[src/design/cbl_pkg.sv]
// Package for the cascaded biquad band limiter.
// Holds the fixed-point widths, register indexes and control types; no dependencies.
package cbl_pkg;

  localparam int SAMP_W  = 28;  // Q5.23 samples between sections and in history
  localparam int IO_W    = 24;  // Q1.23 samples at the ports
  localparam int COEF_W  = 32;  // Q2.30 coefficients
  localparam int MCOEF_W = 34;  // coefficient after doubling and negation
  localparam int PROD_W  = MCOEF_W + SAMP_W;
  localparam int ACC_W   = 64;
  localparam int CFG_W   = 64;
  localparam int IDX_W   = 4;
  localparam int ORD_W   = 4;
  localparam int STG_W   = 4;
  localparam int CH_W    = 3;
  localparam int HIST_W  = 4 * SAMP_W;

  localparam logic [IDX_W-1:0] REG_HP_ORDER  = 4'd0;
  localparam logic [IDX_W-1:0] REG_LP_ORDER  = 4'd1;
  localparam logic [IDX_W-1:0] REG_HP_FIRST  = 4'd2;
  localparam logic [IDX_W-1:0] REG_HP_GAIN   = 4'd3;
  localparam logic [IDX_W-1:0] REG_HP_A2     = 4'd4;
  localparam logic [IDX_W-1:0] REG_LP_FIRST  = 4'd5;
  localparam logic [IDX_W-1:0] REG_LP_GAIN   = 4'd6;
  localparam logic [IDX_W-1:0] REG_LP_A2     = 4'd7;

  typedef enum logic [2:0] {
    TERM_X0,
    TERM_X1,
    TERM_X2,
    TERM_Y1,
    TERM_Y2
  } term_t;

  typedef struct packed {
    logic [ORD_W-1:0] hp_order;
    logic [ORD_W-1:0] lp_order;
    logic [CFG_W-1:0] hp_first;
    logic [CFG_W-1:0] hp_gain;
    logic [CFG_W-1:0] hp_a2;
    logic [CFG_W-1:0] lp_first;
    logic [CFG_W-1:0] lp_gain;
    logic [CFG_W-1:0] lp_a2;
  } cfg_t;

  typedef struct packed {
    logic  load;      // take a new input sample
    logic  rd;        // read the history entry
    logic  mul;       // multiply the selected term
    term_t term;
    logic  acc_load;  // start the sum with the registered product
    logic  acc_add;   // add the registered product
    logic  wr;        // write back history and pass the section output on
    logic  clr;       // write a zero history entry
    logic  lowpass;   // 0: high-pass cascade, 1: low-pass cascade
    logic  first;     // current section is the first-order one
    logic  out_load;  // capture the final result
  } cmd_t;

endpackage

[src/design/cbl_ctrl.sv]
// Controller: sequences history clearing, the sections of both cascades and output.
// Depends on cbl_pkg.
module cbl_ctrl #(
  parameter int MAX_CHANNELS = 8,
  parameter int MAX_STAGES   = 4
) (
  input  logic                                  clk,
  input  logic                                  rst,
  input  logic                                  in_valid,
  output logic                                  in_ready,
  input  logic [cbl_pkg::CH_W-1:0]              channel,
  input  logic [cbl_pkg::ORD_W-1:0]             hp_order,
  input  logic [cbl_pkg::ORD_W-1:0]             lp_order,
  input  logic                                  order_wr,
  output logic                                  out_valid,
  input  logic                                  out_ready,
  output cbl_pkg::cmd_t                         cmd,
  output logic [$clog2(2*MAX_STAGES*MAX_CHANNELS)-1:0] addr
);

  localparam int DEPTH = 2 * MAX_STAGES * MAX_CHANNELS;
  localparam int AW    = $clog2(DEPTH);
  localparam int OW    = cbl_pkg::ORD_W + 1;

  typedef enum logic [2:0] {
    ST_CLEAR,
    ST_IDLE,
    ST_SETUP,
    ST_WAIT,
    ST_MAC,
    ST_ACC,
    ST_ROUND,
    ST_DONE
  } state_t;

  state_t state;
  logic [AW-1:0] clr_addr;
  logic [cbl_pkg::CH_W-1:0] ch_q;
  logic lowpass_q;
  logic [cbl_pkg::STG_W-1:0] stage_q;
  logic [2:0] term_q;
  logic [OW-1:0] ord, ord_sat;
  logic [cbl_pkg::STG_W-1:0] nsec;
  logic first;
  logic in_range;
  logic [AW-1:0] sec_addr;

  always_comb begin
    ord = OW'(lowpass_q ? lp_order : hp_order);
    ord_sat = (ord > OW'(2 * MAX_STAGES)) ? OW'(2 * MAX_STAGES) : ord;
    nsec = cbl_pkg::STG_W'((ord_sat + OW'(1)) >> 1);
    first = ord_sat[0] && (stage_q == '0);
    in_range = 32'(ch_q) < MAX_CHANNELS;
    sec_addr = (lowpass_q ? AW'(MAX_STAGES * MAX_CHANNELS) : '0)
             + AW'(32'(stage_q) * MAX_CHANNELS) + AW'(ch_q);
    addr = (state == ST_CLEAR) ? clr_addr : sec_addr;
    in_ready = (state == ST_IDLE);
  end

  always_comb begin
    cmd = '0;
    cmd.load     = in_ready && in_valid;
    cmd.rd       = (state == ST_SETUP) && in_range && (stage_q < nsec);
    cmd.mul      = (state == ST_MAC);
    cmd.term     = cbl_pkg::term_t'(term_q);
    cmd.acc_load = (state == ST_MAC) && (term_q == 3'd1);
    cmd.acc_add  = ((state == ST_MAC) && (term_q > 3'd1)) || (state == ST_ACC);
    cmd.wr       = (state == ST_ROUND);
    cmd.clr      = (state == ST_CLEAR);
    cmd.lowpass  = lowpass_q;
    cmd.first    = first;
    cmd.out_load = (state == ST_DONE) && (!out_valid || out_ready);
  end

  always_ff @(posedge clk) begin
    if (rst) begin
      state     <= ST_CLEAR;
      clr_addr  <= '0;
      out_valid <= 1'b0;
      lowpass_q <= 1'b0;
      stage_q   <= '0;
      term_q    <= '0;
      ch_q      <= '0;
    end else begin
      // The done state reloads the output register itself when the old result leaves.
      if (out_valid && out_ready && ((state != ST_DONE) || order_wr)) begin
        out_valid <= 1'b0;
      end
      // Order writes must come while idle (unenforced); they restart the history clear.
      if (order_wr) begin
        state    <= ST_CLEAR;
        clr_addr <= '0;
      end else begin
        case (state)
          ST_CLEAR: begin
            clr_addr <= clr_addr + AW'(1);
            if (clr_addr == AW'(DEPTH - 1)) begin
              state <= ST_IDLE;
            end
          end
          ST_IDLE: begin
            if (in_valid) begin
              ch_q      <= channel;
              lowpass_q <= 1'b0;
              stage_q   <= '0;
              state     <= ST_SETUP;
            end
          end
          ST_SETUP: begin
            term_q <= '0;
            if (!in_range) begin
              state <= ST_DONE;
            end else if (stage_q < nsec) begin
              state <= ST_WAIT;
            end else if (!lowpass_q) begin
              lowpass_q <= 1'b1;
              stage_q   <= '0;
            end else begin
              state <= ST_DONE;
            end
          end
          ST_WAIT: begin
            state <= ST_MAC;
          end
          ST_MAC: begin
            term_q <= term_q + 3'd1;
            if (term_q == 3'd4) begin
              state <= ST_ACC;
            end
          end
          ST_ACC: begin
            state <= ST_ROUND;
          end
          ST_ROUND: begin
            stage_q <= stage_q + cbl_pkg::STG_W'(1);
            state   <= ST_SETUP;
          end
          ST_DONE: begin
            if (!out_valid || out_ready) begin
              out_valid <= 1'b1;
              state     <= ST_IDLE;
            end
          end
          default: begin
            state <= ST_IDLE;
          end
        endcase
      end
    end
  end

endmodule

[config.mk]
export PLATFORM = sky130hd
export DESIGN_NAME = cbl_ctrl
export DESIGN_NICKNAME = d
export VERILOG_FILES = /design/src/design/cbl_pkg.sv /design/src/design/cbl_ctrl.sv
export SDC_FILE = /design/constraint.sdc
export NUM_CORES = 1
export LEC_CHECK = 0
export BUFFER_PORTS_ARGS = -buffer_cell sky130_fd_sc_hd__buf_2
export CORE_ASPECT_RATIO = 0.7
export CORE_MARGIN = 2
export CORE_UTILIZATION = 25
export DETAILED_ROUTE_END_ITERATION = 10
export SYNTH_ARGS = -nofsm -noshare
export SYNTH_HDL_FRONTEND = slang
export SYNTH_SLANG_ARGS = --single-unit
[constraint.sdc]
create_clock -name clk -period 2.4 [get_ports clk]
set_input_delay 0.24 -clock clk [delete_from_list [all_inputs] [get_ports clk]]
set_output_delay 0.24 -clock clk [all_outputs]
set_load 0.03 [all_outputs]
Word level (Yosys, flattened, before mapping)
Cells that the tools add are included.
Word-level totals
  register bits after elaboration: 21
  bits in latches: 0
  RAM bits: 0
  memory bits (read-only): 0
  input bits: 16
  output and inout port bits: 21
  logic and storage cells: 81
  memories: 0
Operators by class
  add/sub/neg operators: 6
  $mul: 0
  divide/modulo/power cells: 0
  order comparisons: 3
  equal/unequal tests: 18
  shifts and indexed selects: 0
  muxes and demuxes: 23
  bitwise logic cells: 1
  reduce and logical (&&, ||, !) cells: 23
Operator list (count)
  one-hot mux 3 bit (8 select lines): 1
  2-to-1 mux 4 bit: 5
  2-to-1 mux 3 bit: 6
  equality test 3 bit, second input constant: 5
  2-to-1 mux 6 bit: 2
  one-hot mux 4 bit (3 select lines): 1
  AND reduction 5 bit: 2
  logical AND 1 bit: 8
  adder 6 x 1 -> 6 bit, second input constant: 1
  adder 6 x 3 -> 6 bit: 1
  adder 6 bit: 1
  equality test 3 x 1 -> 1 bit, second input constant: 2
  equality test 3 x 2 -> 1 bit, second input constant: 2
  equality test 6 bit, second input constant: 1
  2-to-1 mux 1 bit: 6
  != test 2 x 1 -> 1 bit, second input constant: 3
  != test 2 bit, second input constant: 3
  one-hot mux 3 bit (2 select lines): 1
  adder 4 x 1 -> 5 bit, second input constant: 1
  adder 4 x 1 -> 4 bit, second input constant: 1
  greater-than comparator 4 bit, second input constant: 1
  logical NOT 4 bit: 1
  less-than comparator 4 bit: 1
  AND reduction 4 bit: 1
  other kinds (14): 17

Depth between registers and ports, before layout
  word-level depth: 7
  depth in mapped cells: 10
  depth with buffers taken out: 9

Least setup slack after synthesis
OpenSTA, ideal clock, no wires.
  path kind: register to register
  from: reg lowpass_q
  to: reg stage_q[0] (netlist bit)
  library setup time: 84 ps
  data arrival time: 2405 ps
  required time: 2316 ps
  slack: -90 ps
  cell stages (with the launch flop): 11
  cell sequence: dfxtp_1 buf_1 nand2_1 o32ai_1 ha_1 xor2_1 ha_1 a2111o_1 a21oi_4 nor2_1 o31ai_2
On the way
  longest elaborated chain between the ends: 7
  elaborated cells between the ends (all ways): 8
  classes of those cells: add/sub (1); order compare (2); eq/ne (2); mux (2); reduce/logical (1)
RTL lines
  start, declared: line cbl_ctrl.sv:39  | logic lowpass_q;
  start signal, assigned: line cbl_ctrl.sv:80  | lowpass_q <= 1'b0;
  start signal, assigned: line cbl_ctrl.sv:104  | lowpass_q <= 1'b0;
  start signal, assigned: line cbl_ctrl.sv:116  | lowpass_q <= 1'b1;
  2-to-1 mux 4 bit: line cbl_ctrl.sv:49  | ord = OW'(lowpass_q ? lp_order : hp_order);
  greater-than comparator 4 bit: line cbl_ctrl.sv:50  | ord_sat = (ord > OW'(2 * MAX_STAGES)) ? OW'(2 * MAX_STAGES) : ord;
  2-to-1 mux 4 bit: line cbl_ctrl.sv:50
  adder 4 x 1 -> 5 bit: line cbl_ctrl.sv:51  | nsec = cbl_pkg::STG_W'((ord_sat + OW'(1)) >> 1);
  less-than comparator 4 bit: line cbl_ctrl.sv:113  | end else if (stage_q < nsec) begin
  != test 2 bit (no source line)
  AND reduction 5 bit (no source line) *
  end signal, assigned: line cbl_ctrl.sv:135  | stage_q <= stage_q + cbl_pkg::STG_W'(1);
  end, declared: line cbl_ctrl.sv:40  | logic [cbl_pkg::STG_W-1:0] stage_q;
Mark *: on every way between the ends. The rest lies on a longest branch, timed or not.
A chain may end at the register's enable or synchronous reset.

==> results.md <==
* Status: finished with violations
* Failing checks: negative setup slack
* Slowest-stage cell, CP: a2111o_1
* Mean Syn Cell Area at 8.11 um2
* PD cells at 355 nW/um2
* Fin worst setup slack at -0.0885 ns
* WP data required at between 2 and 2.5 ns
* Overflow after GRT at 0
* Syn nets at 218
* Slew HR at 64.7%
* Post-synth top area cell: dfxtp_1
* Max Fclk at between 400 and 500 MHz
* Area growth, synth to finish at 24.8%
* DIE HEIGHT at around 69 um
* Worst hold start: channel[0]
* Main flop type after synthesis: dfxtp_1
* Routed vias at 1427
* Post-DP Area at 1770 um2
* CTS Hold Buffers Added at 0
* Cell with the most instances after synthesis: nor2_1
* Drc violations at 0
* Reg2reg setup slack at 0.04 ns
* Mapped Area at roughly 1500 um2
* DR pass1 iterations at 4
* Clock-pin slew on the worst setup and hold paths at ~0.090 ns
* CP arrival at 2.25 ns
* Global-route wire length before repair at 6560 um
* Net count, final at ~260
* H-tree depth at 1
* Final core utilization at between 30% and 40%
* Synth top area cells: dfxtp_1, ha_1, nor2_1
* CTS Buffer Depth at 2
* Filler cells at around 630
* Distinct cells, synth at 54
* Clock sinks at 21
* Post-synth top cells: nor2_1, dfxtp_1, ha_1, nand2_1, inv_1
* Min Tclk post-route at 2.49 ns
* R2R Path Start: lowpass_q
* I/O pin count at 37
* Endpoints failing hold at 0
* DP HPWL at 2790 um
* Endpoint class of the critical path: primary output
* Worst hold path depth at 3
* Antenna Cells at 0
* Final Cycle Share at 104%
* Fin. max-slew vios at 0
* Initial antenna violation count at 0
* Min-Delay Path Class: in -> reg
* Yosys reg bits at 21
* RSZ-0062 raised after global routing: yes
* Startpoint Class: register
* Peak VDD IR at 0.000161 V
* FF-to-FF path depth at 10
* Area share of the largest cell type after synthesis at 27.6%
* Die area at ~6700 um2
* Final std cell area, no fill at about 1900 um2
* Crit path cell chain: o32ai_4 -> ha_2 -> xor2_1 -> ha_1 -> a2111o_1 -> a21oi_4 -> buf_6
* DRT antenna net count at 0
* Maximum fanout along the worst path at 5
* Core Area at 5810 um2
* Post-Route WL at 3780 um
* Leakage at 0.000848 uW
* Num CTS Buffers at 3
* Largest net degree at the start of global routing at 17
* CTS tree: yes
* Asr flop ratio synth at 0%
* Worst path max stage delay at 0.42 ns
* Vias in the first global route at ~1.3k
* Layout cells sized above 1 at 30.1%
* Worst slew pin tran at 0.528 ns
* Synth Warn # at 0
* Global-route usage over all layers at 11.7%
* RR Endpoint: stage_q[1]
* Buffers on Ports at 36
* Register area share after synthesis at 27.6%
* Final setup fails at 1
* Clk root buf: clkbuf_8
* Starting DRT DRC Count at 39
* TNS Setup at -0.0885 ns
* Max_cap viols at 0
* Rows at 23
* Cells after Synth at around 190
* GP Congestion at 0.797
* Clock Latency Late Sink at 0.28 ns
* Die Width at 97.3 um
* Starting Density at 26.2%
* Clock skew at roughly 0.0044 ns
* Routed len/inst at 12.5 um
* Post-synth EDFFs at 0
* Hold EP: ch_q[0]
* Total power draw at 675 uW
* Kind of critical path: reg -> out
* Via-to-Cell Ratio at around 4.7
## report_power, final
group,switching [uW],leakage (uW),total [uW],internal [uW]
combinational,40.7,0.000652,72.1,31.4
sequential,1.82,0.000170,350,349
clock,136,0.0000255,253,116
total,179,0.000848,675,496
## layer usage
metal	part of all wire (%)	up-vias	global-route usage [%]
li1	-	735	-
met1	55	665	17.5
met2	40	24	16.5
met3	4.2	3	3.33
met4	0.77	0	2.31
met5	0	-	0
## critical path, delay by kind of cell (launching register included)
| kind | cells | cell delay (ns) |
|---|---|---|
| AO/OA/AOI/OAI | 3 | 0.80 |
| buffers and inverters | 1 | 0.15 |
| adder cells (fa/ha/maj) | 2 | 0.48 |
| XOR/XNOR | 1 | 0.17 |
| flip-flops | 1 | 0.38 |
## layout make-up
cell class | instances | area, um2 | area share, %
clock buffers | 3 | 41.3 | 2.17
clock inverters | 1 | 5.00 | 0.263
inverters | 12 | 45.0 | 2.37
multi-input cells | 145 | 1040 | 54.6
flip-flops and latches | 21 | 424 | 22.3
well taps | 75 | 93.8 | 4.93
repair buffers | 44 | 254 | 13.4
## cell families after synthesis
kind of cell,share of synthesized area (%)
flops,27.6
other cells,0.246
fa+ha+maj,11.5
simple gates,24.8
compound gates,20.6
xor+xnor,3.45
buf+inv,6.32
mux,5.50
## timing repair
action                                  in CTS  in global routing
resized for setup                            9                  2
setup buffers                                2                  3
pin swaps                                    5                  4
endpoints found under the setup margin       2                  6
## cells in the final DEF, fill, tap and decap left out, drive strengths merged, types with 2 or more instances in the layout
master	instances
buf	44
nor2	27
dfxtp	21
nand2	14
ha	14
a21oi	13
inv	12
o21ai	9
nand2b	6
mux2i	5
nand3	5
xor2	4
nor3	4
nand4	4
mux2	3
clkbuf	3
nor2b	3
a311oi	2
and3	2
xnor2	2
o21a	2
or3	2
o32ai	2
o31ai	2
## worst max path at each step
| stage | endpoint | from | cells after the start | slack, ns |
|---|---|---|---|---|
| global placement | cmd[11] | hp_order[0] | 9 | 0.11 |
| global route | cmd[11] | lowpass_q | 7 | -0.19 |
| CTS | cmd[11] | lowpass_q | 7 | -0.12 |
| finish | cmd[11] | lowpass_q | 7 | -0.09 |
| detailed placement | cmd[11] | hp_order[0] | 9 | -0.01 |
| floorplan | stage_q[0] | lowpass_q | 9 | 0.02 |
## registers in the layout, summed over array words and instances (netlist names)
signal	flops
ch_q	3
clr_addr	6
lowpass_q	1
out_valid	1
stage_q	4
state	3
term_q	3
## per-stage QoR
stage / cells / hold WS (ns) / setup slack [ns]
2_1_floorplan: 188 / 0.334 / 0.0154
3_3_place_gp: 292 / 0.473 / 0.107
3_5_place_dp: 292 / 0.485 / -0.0126
4_1_cts: 298 / 0.198 / -0.119
5_1_grt: 301 / 0.205 / -0.188
6_report: 301 / 0.196 / -0.0885
(Power assumes the default switching activity.)
